`src/hdl/assert_macros.svh`:
```
// Assertion macros for the collapse block's RTL.
// No dependencies; empty bodies when SYNTHESIS is defined.
`ifndef ASSERT_MACROS_SVH
`define ASSERT_MACROS_SVH

`ifndef SYNTHESIS

// clocked check, masked while reset is high
`define PMTC_ASSERT(lbl, clk, rst, prop) \
   lbl: assert property (@(posedge clk) disable iff (rst) prop) \
      else $error("pmtc assertion failed");

// clocked check, live during reset as well
`define PMTC_ASSERT_ALWAYS(lbl, clk, prop) \
   lbl: assert property (@(posedge clk) prop) \
      else $error("pmtc assertion failed");

`else

`define PMTC_ASSERT(lbl, clk, rst, prop)
`define PMTC_ASSERT_ALWAYS(lbl, clk, prop)

`endif

`endif

```
`src/hdl/pmtc_pkg.sv`:
```
// Shared types, constants and helpers for the triangle collapse block.
// No dependencies.
package pmtc_pkg;

   localparam int IDX_W       = 12;
   localparam int LINK_W      = 13;
   localparam int CFG_W       = 13;
   localparam int CNT_W       = 16;
   localparam int MAX_VERTS   = 4096;
   localparam int STEP_W      = $clog2(MAX_VERTS + 1);
   localparam int TABLE_DEPTH = 1 << IDX_W;
   localparam int CORNERS     = 3;
   localparam int CORNER_W    = $clog2(CORNERS);

   localparam logic [CNT_W-1:0] CNT_MAX = '1;

   typedef enum logic [0:0] {
      CSR_VERTEX_LIMIT = 1'b0,
      CSR_VERTEX_COUNT = 1'b1
   } csr_index_type;

   typedef enum logic [0:0] {
      FUNC_WRITE    = 1'b0,
      FUNC_TRIANGLE = 1'b1
   } func_type;

   typedef enum logic [1:0] {
      W_IDLE,
      W_START,
      W_WALK,
      W_DONE
   } walk_state_type;

   typedef struct packed {
      logic [CFG_W-1:0] limit;
      logic [CFG_W-1:0] count;
   } cfg_type;

   typedef struct packed {
      logic             valid;
      logic             keep;
      logic [IDX_W-1:0] a;
      logic [IDX_W-1:0] b;
      logic [IDX_W-1:0] c;
      logic             last;
   } tri_result_type;

   // true while a walk must take another link
   function automatic logic walk_ok(logic [IDX_W-1:0]  v,
                                    logic [STEP_W-1:0] steps,
                                    logic [CFG_W-1:0]  limit,
                                    logic [CFG_W-1:0]  count);
      logic [CFG_W-1:0] vx;
      vx = CFG_W'(v);
      return (vx >= limit) && (vx < count) && (steps < STEP_W'(MAX_VERTS));
   endfunction

endpackage

```
`src/hdl/pmtc_walk_ctrl.sv`:
```
// Sequencer: loads table entries and walks the three corner chains.
// Depends on pmtc_pkg and assert_macros.svh; drives pmtc_table_ram.
`include "assert_macros.svh"

module pmtc_walk_ctrl import pmtc_pkg::*; (
   input  logic                     clock,
   input  logic                     reset,
   input  cfg_type                  cfg,
   input  logic                     req_valid,
   output logic                     req_ready,
   input  logic                     req_func,
   input  logic [IDX_W-1:0]         req_table_index,
   input  logic signed [LINK_W-1:0] req_table_link,
   input  logic [IDX_W-1:0]         req_vert_a,
   input  logic [IDX_W-1:0]         req_vert_b,
   input  logic [IDX_W-1:0]         req_vert_c,
   input  logic                     req_last_triangle,
   output logic                     ram_wr_en,
   output logic [IDX_W-1:0]         ram_wr_addr,
   output logic [LINK_W-1:0]        ram_wr_data,
   output logic                     ram_rd_en,
   output logic [IDX_W-1:0]         ram_rd_addr,
   input  logic [LINK_W-1:0]        ram_rd_data,
   output tri_result_type           res,
   input  logic                     res_take
);

   walk_state_type               state_ff, state_in;
   logic [CORNER_W-1:0]          corner_ff, corner_in;
   logic [CORNERS-1:0][IDX_W-1:0] v_ff, v_in;
   logic [IDX_W-1:0]             cur_ff, cur_in;
   logic [STEP_W-1:0]            steps_ff, steps_in;
   logic                         last_ff, last_in;

   logic                         fin;
   logic [IDX_W-1:0]             fin_v;
   logic [IDX_W-1:0]             start_v;
   logic [IDX_W-1:0]             next_v;
   logic [STEP_W-1:0]            next_steps;
   logic                         bypass;
   logic                         distinct;
   logic                         below;

   always_ff @(posedge clock) begin
      if (reset) begin
         state_ff <= W_IDLE;
      end else begin
         state_ff <= state_in;
      end
   end

   always_ff @(posedge clock) begin
      corner_ff <= corner_in;
      v_ff      <= v_in;
      cur_ff    <= cur_in;
      steps_ff  <= steps_in;
      last_ff   <= last_in;
   end

   assign start_v    = v_ff[corner_ff];
   assign next_v     = ram_rd_data[IDX_W-1:0];
   assign next_steps = steps_ff + STEP_W'(1);

   always_comb begin
      state_in    = state_ff;
      corner_in   = corner_ff;
      v_in        = v_ff;
      cur_in      = cur_ff;
      steps_in    = steps_ff;
      last_in     = last_ff;
      req_ready   = 1'b0;
      ram_wr_en   = 1'b0;
      ram_rd_en   = 1'b0;
      ram_rd_addr = cur_ff;
      fin         = 1'b0;
      fin_v       = cur_ff;
      unique case (state_ff)
         W_IDLE: begin
            req_ready = 1'b1;
            if (req_valid) begin
               if (req_func == FUNC_WRITE) begin
                  ram_wr_en = 1'b1;
               end else begin
                  v_in[0]   = req_vert_a;
                  v_in[1]   = req_vert_b;
                  v_in[2]   = req_vert_c;
                  last_in   = req_last_triangle;
                  corner_in = '0;
                  steps_in  = '0;
                  state_in  = W_START;
               end
            end
         end
         W_START: begin
            if (walk_ok(start_v, steps_ff, cfg.limit, cfg.count)) begin
               ram_rd_en   = 1'b1;
               ram_rd_addr = start_v;
               cur_in      = start_v;
               state_in    = W_WALK;
            end else begin
               fin   = 1'b1;
               fin_v = start_v;
            end
         end
         W_WALK: begin
            // sign bit set or self link: cur is the root
            if (ram_rd_data[LINK_W-1] || (next_v == cur_ff)) begin
               fin   = 1'b1;
               fin_v = cur_ff;
            end else if (walk_ok(next_v, next_steps, cfg.limit, cfg.count)) begin
               ram_rd_en   = 1'b1;
               ram_rd_addr = next_v;
               cur_in      = next_v;
               steps_in    = next_steps;
            end else begin
               fin   = 1'b1;
               fin_v = next_v;
            end
         end
         W_DONE: begin
            if (res_take) begin
               state_in = W_IDLE;
            end
         end
         default: begin
            state_in = W_IDLE;
         end
      endcase

      if (fin) begin
         v_in[corner_ff] = fin_v;
         steps_in        = '0;
         if (corner_ff == CORNER_W'(CORNERS - 1)) begin
            state_in = W_DONE;
         end else begin
            corner_in = corner_ff + CORNER_W'(1);
            state_in  = W_START;
         end
      end
   end

   assign ram_wr_addr = req_table_index;
   assign ram_wr_data = LINK_W'(req_table_link);

   assign bypass   = cfg.limit >= cfg.count;
   assign distinct = (v_ff[0] != v_ff[1]) && (v_ff[1] != v_ff[2]) && (v_ff[0] != v_ff[2]);
   assign below    = (CFG_W'(v_ff[0]) < cfg.limit) && (CFG_W'(v_ff[1]) < cfg.limit) &&
                     (CFG_W'(v_ff[2]) < cfg.limit);

   always_comb begin
      res.valid = (state_ff == W_DONE);
      res.keep  = bypass || (distinct && below);
      res.a     = v_ff[0];
      res.b     = v_ff[1];
      res.c     = v_ff[2];
      res.last  = last_ff;
   end

   `PMTC_ASSERT(a_walk_has_read, clock, reset, (state_ff == W_WALK) |-> $past(ram_rd_en))
   `PMTC_ASSERT(a_ready_no_result, clock, reset, req_ready |-> !res.valid)
   `PMTC_ASSERT(a_wr_on_accept, clock, reset,
      ram_wr_en |-> (req_valid && req_ready && (req_func == FUNC_WRITE)))
   `PMTC_ASSERT(a_result_holds, clock, reset,
      (res.valid && !res_take) |=> (res.valid && $stable(res.a) && $stable(res.b) &&
         $stable(res.c) && $stable(res.keep)))
   `PMTC_ASSERT(a_steps_capped, clock, reset,
      (state_ff != W_IDLE) |-> (steps_ff <= STEP_W'(MAX_VERTS)))

endmodule

```
`config.mk`:
```
export PLATFORM = sky130hd
export DESIGN_NAME = pmtc_walk_ctrl
export DESIGN_NICKNAME = d
export VERILOG_FILES = /design/src/hdl/pmtc_pkg.sv /design/src/hdl/pmtc_walk_ctrl.sv
export VERILOG_INCLUDE_DIRS = /design/src /design/src/hdl
export SDC_FILE = /design/constraint.sdc
export NUM_CORES = 1
export LEC_CHECK = 0
export ABC_CLOCK_PERIOD_IN_PS = 3800
export BUFFER_PORTS_ARGS = -buffer_cell sky130_fd_sc_hd__buf_2
export CELL_PAD_IN_SITES_DETAIL_PLACEMENT = 0
export CELL_PAD_IN_SITES_GLOBAL_PLACEMENT = 1
export CORE_ASPECT_RATIO = 2
export CORE_MARGIN = 3
export CORE_UTILIZATION = 40
export CTS_BUF_LIST = sky130_fd_sc_hd__clkbuf_8
export DETAILED_ROUTE_END_ITERATION = 7
export PLACE_DENSITY = 0.81
export SYNTH_ARGS = -nofsm -noshare
export SYNTH_HDL_FRONTEND = slang
export SYNTH_SLANG_ARGS = --single-unit
```
`constraint.sdc`:
```
create_clock -name clock -period 3.8 [get_ports clock]
set_clock_uncertainty 0.1 [all_clocks]
set_input_delay 0.38 -clock clock [delete_from_list [all_inputs] [get_ports clock]]
set_output_delay 0.38 -clock clock [all_outputs]
set_load 0.02 [all_outputs]
```
== Yosys cells after proc, flatten, opt, wreduce, memory -nomap -nowiden ==
Cells that the tools add are included.

* Output and inout bits: 79
* Flip-flop bits (word level): 66
* Input port bits: 106
* Logic and storage cells: 102

* $add $sub $neg: 2
* Multiplexer cells: 46
* Reductions and logical operators: 18
* Order comparisons: 12
* Eq/ne operators: 16

{| class="wikitable"
|+ Operators with widths
! cell !! number
|-
| two-way mux 36 bit || 4
|-
| two-way mux 12 bit || 8
|-
| < comparator 12 x 13 -> 1 bit || 5
|-
| two-way mux 13 bit || 4
|-
| case mux 12 bit (2 select lines) || 2
|-
| bitwise mux 36 bit || 1
|-
| inequality test 12 bit || 3
|-
| greater-or-equal comparator 12 x 13 -> 1 bit || 2
|-
| < comparator 13 bit, second input constant || 2
|-
| case mux 13 bit (2 select lines) || 1
|-
| binary-select mux 12 bit (select 2 bit) || 1
|-
| demux 12 bit (select 2 bit) || 1
|-
| two-way mux 2 bit || 11
|-
| adder 13 x 1 -> 13 bit, second input constant || 1
|-
| greater-or-equal comparator 13 bit || 1
|-
| == test 12 bit || 1
|-
| logical AND 1 bit || 10
|-
| two-way mux 1 bit || 10
|-
| AND reduction 5 bit || 2
|-
| inequality test 3 bit, second input constant || 3
|-
| inequality test 2 bit, second input constant || 4
|-
| == test 2 bit, second input constant || 3
|-
| case mux 2 bit (3 select lines) || 1
|-
| case mux 1 bit (2 select lines) || 2
|-
| 10 further kinds || 11
|}

== Depth between registers and ports, before layout ==
* Word-level depth: 9
* Mapped depth: 15
* Mapped depth without buffers: 13

== Worst setup path after synthesis ==
No wires, ideal clock.

* Path kind: register to output
* Start: reg (tool-made name)
* End: out ram_rd_addr[0]
* Path slack: 169 ps
* Data arrival time: 3151 ps
* Buffers on the path: 2
* Data required time: 3320 ps
* Stages on the path, launching flop included: 16
* Path through: edfxtp_1 -> inv_1 -> nor2_1 -> clkbuf_1 -> nand2_1 -> o21ai_0 -> ha_1 -> a211oi_1 -> o21ai_0 -> a221oi_1 -> o22ai_1 -> a21boi_4 -> nor2_1 -> nand2_1 -> buf_2 -> a22o_1

{| class="wikitable"
|+ RTL lines
! what !! RTL line !! RTL
|-
| to (decl) || pmtc_walk_ctrl.sv:22 || <nowiki>output logic [IDX_W-1:0] ram_rd_addr,</nowiki>
|}

==> results.yml <==
worst_hold_path:
  holdPathStages: 2
  hp-start: "reset"
  worstHoldPathType: "input port to register"
synthesis:
  synthTopCellsByCount: "97 x ha_1, 65 x nand2_1, 64 x dfxtp_1"
  synth_cell_types: 65
  syn_inst: 703
  synth_seq_cells: 66
  syn-cell-area_um2: 6266
  dominantRegCellSynth: "dfxtp_1"
  ys_top_cells_by_area: "dfxtp_1 20%, ha_1 19%, mux2i_1 9.1%"
  synth_most_common_cell: "ha_1"
  yosysSeqAreaShare: 0.2141
  synth_top_cell_by_area: "dfxtp_1"
  synth_top_area_frac: 0.2045
  synth-async-reset-ratio: 0
  syn-mean-instance-area_um2: 8.913
  synth_fp_nets: 906
  yosysWarningCount: 0
  synth_edf_count: 2
critical_path:
  worstSetupPathType: "register to register"
  cp_max_fo: 12
  worstRegToRegCells: 14
  arrival_ns: 3.94
  critPathLaunch: "corner_ff[1]"
  startpoint_type: "register"
  crit_required_ns: 3.94
  r2r-start: "corner_ff[1]"
  end_kind: "register"
sta:
  fin_ws_ns: -0.003647
  finalSetupViolCount: 1
  post-route-period-util: 1.001
  hold_violations: 0
  drv_slew: 0
  max_freq_mhz: 262.9
  relSlewSlack: 0.5439
  whs_ns: 0.08339
  finalCriticalPeriod_ns: 3.804
  grt_setup_unrepaired: "yes"
  tightest_slew_ns: 0.6822
layout:
  finish.utilization: 0.5456
  antennaDiodeCount: 0
  nets: 1106
  area_delta_synth_final_pct: 33.17
  postLayoutCellArea_um2: 8344
  drive_above_1_share: 0.3546
  fillers: 1483
floorplan:
  die_w_um: 94.50
  core_um2: 15290
  rows: 64
  initial_core_util: 0.4097
  die_area_um2: 17290
  dieHeight_um: 183
  io_pins: 185
power:
  p_leak_nw: 3.976
  total_power_mw: 3.745
  vdd_drop_max_mv: 0.2293
  powerDensity_nw_per_um2: 448.8
clocking:
  tritoncts: "yes"
  clkTransAtPathRegs_ns: 0.08
  ctsRootBufferMaster: "clkbuf_8"
  cts_buffers: 9
  clockBufferDepth: 2
  clock_latency_ns: 0.37
  htreeDepth: 3
  clock-sinks: 66
route:
  ant_nets: 0
  drt_iter0_markers: 441
  drc: 0
  drt-total-wl_um: 25310
  drt-pass1-iter-count: 8
  vias: 6510
  vias_per_cell: 5.886
  post_drt_wl_per_cell_um: 22.88
place:
  gp_congestion: 0.9649
  dp_hpwl_um: 19760
  port_buffers: 134
  dpl_cell_area_um2: 7396
grt:
  antenna_found_initial: 0
  grt_pass1_wl_um: 37590
  grt_max_degree: 37
  grt_overflow: 0
  grt_usage: 0.2918
  grt_pass1_vias: 6732
status:
  run_status: "finished with violations"
  violations: "setup timing"
job:
  cap_violations: 0
[layer usage]
layer	up-vias	GRT usage	routed length (um)	part of all wire
met5	-	0	0	0
met4	0	0.2071	2072	0.082
met3	116	0.03777	1353	0.053
met2	290	0.5484	13930	0.55
met1	3110	0.2821	7954	0.31
li1	2994	-	-	-
[state kept, by name, indices dropped and copies added, names as in the netlist, named ones only]
register	cells
cur_ff	12
last_ff	1
corner_ff	1
state_ff	2
steps_ff	13
res	36
[per-stage QoR]
stage | setup WS (ns) | setup TNS, ns | cells
3_3_place_gp | 0.004500 | 0 | 1061
3_5_place_dp | 0.006525 | 0 | 1061
4_1_cts | 0.005216 | 0 | 1100
6_report | -0.003647 | -0.003647 | 1106
2_1_floorplan | 0.1686 | 0 | 703
5_1_grt | -0.1035 | -1.288 | 1106
[worst max-delay path, cell delays in order (launching register included)]
cell	delay (ns)
dfxtp_4	0.38
buf_12	0.14
mux2i_1	0.22
o21ai_1	0.12
ha_1	0.32
a211oi_2	0.25
o21ai_2	0.10
a221oi_2	0.33
o22ai_4	0.13
buf_4	0.15
nand3_1	0.18
o211ai_2	0.35
a222oi_1	0.60
buf_4	0.22
mux2i_1	0.08
[worst paths after layout]
| kind | end | slack (ns) |
|---|---|---|
| setup / recovery | res[11] | -0.004 |
| hold reg to reg | steps_ff[6] | 0.41 |
| hold / removal | state_ff[0] | 0.08 |
| setup reg to reg | res[11] | -0.004 |
[power breakdown]
group	total, mW	leakage, nW	switching, mW	internal [mW]
Sequential	0.919	0.550	0.107	0.812
Clock	0.635	0.105	0.325	0.310
Combinational	2.19	3.32	1.21	0.981
Total	3.75	3.98	1.64	2.10
[cells in the final DEF, fill, tap and decap left out, drive strengths merged, types with 3 or more instances in the layout]
| cell type | instances |
|---|---|
| buf | 237 |
| ha | 97 |
| nand2 | 65 |
| dfxtp | 64 |
| mux2i | 57 |
| xnor2 | 43 |
| inv | 40 |
| a21oi | 36 |
| o21ai | 31 |
| nor2 | 27 |
| a22o | 23 |
| nand4 | 20 |
| a21o | 18 |
| xor2 | 15 |
| and3 | 13 |
| a222oi | 11 |
| clkbuf | 9 |
| nand3 | 9 |
| nor3 | 7 |
| nor4 | 7 |
| a31oi | 7 |
| o21a | 6 |
| a211oi | 6 |
| o211ai | 5 |
| a2111oi | 5 |
| nand2b | 4 |
| or3 | 4 |
| clkinv | 4 |
| nor2b | 3 |
| a32oi | 3 |
| o22ai | 3 |
[kinds of logic after synthesis]
| group | count (synthesis) | share of synthesized area |
|---|---|---|
| AOI/OAI and AO/OA | 171 | 0.2071 |
| xor gates and xnor gates | 58 | 0.08107 |
| adders and majority gates | 97 | 0.1937 |
| buffers and inverters | 86 | 0.07967 |
| DFF | 66 | 0.2141 |
| muxes | 57 | 0.09105 |
| and+or+nand+nor | 168 | 0.1334 |
[final cells by class]
class | count | area (um^2) | share of cell area
Inverter | 38 | 142.6 | 0.01709
Multi-Input combinational cell | 551 | 4827 | 0.5785
Clock buffer | 9 | 123.9 | 0.01484
Clock inverter | 7 | 77.57 | 0.009297
Sequential cell | 66 | 1345 | 0.1612
Timing Repair Buffer | 237 | 1580 | 0.1894
Tap cell | 198 | 247.7 | 0.02969
[timing repair]
| item | in CTS | in global routing |
|---|---|---|
| cloned | 2 | 0 |
| setup buffers | 23 | 7 |
| pin swaps | 24 | 25 |
| hold buffers | 0 | 0 |
| endpoints found under the setup margin | 16 | 45 |
| resized for setup | 62 | 50 |
(Power assumes the default switching activity.)
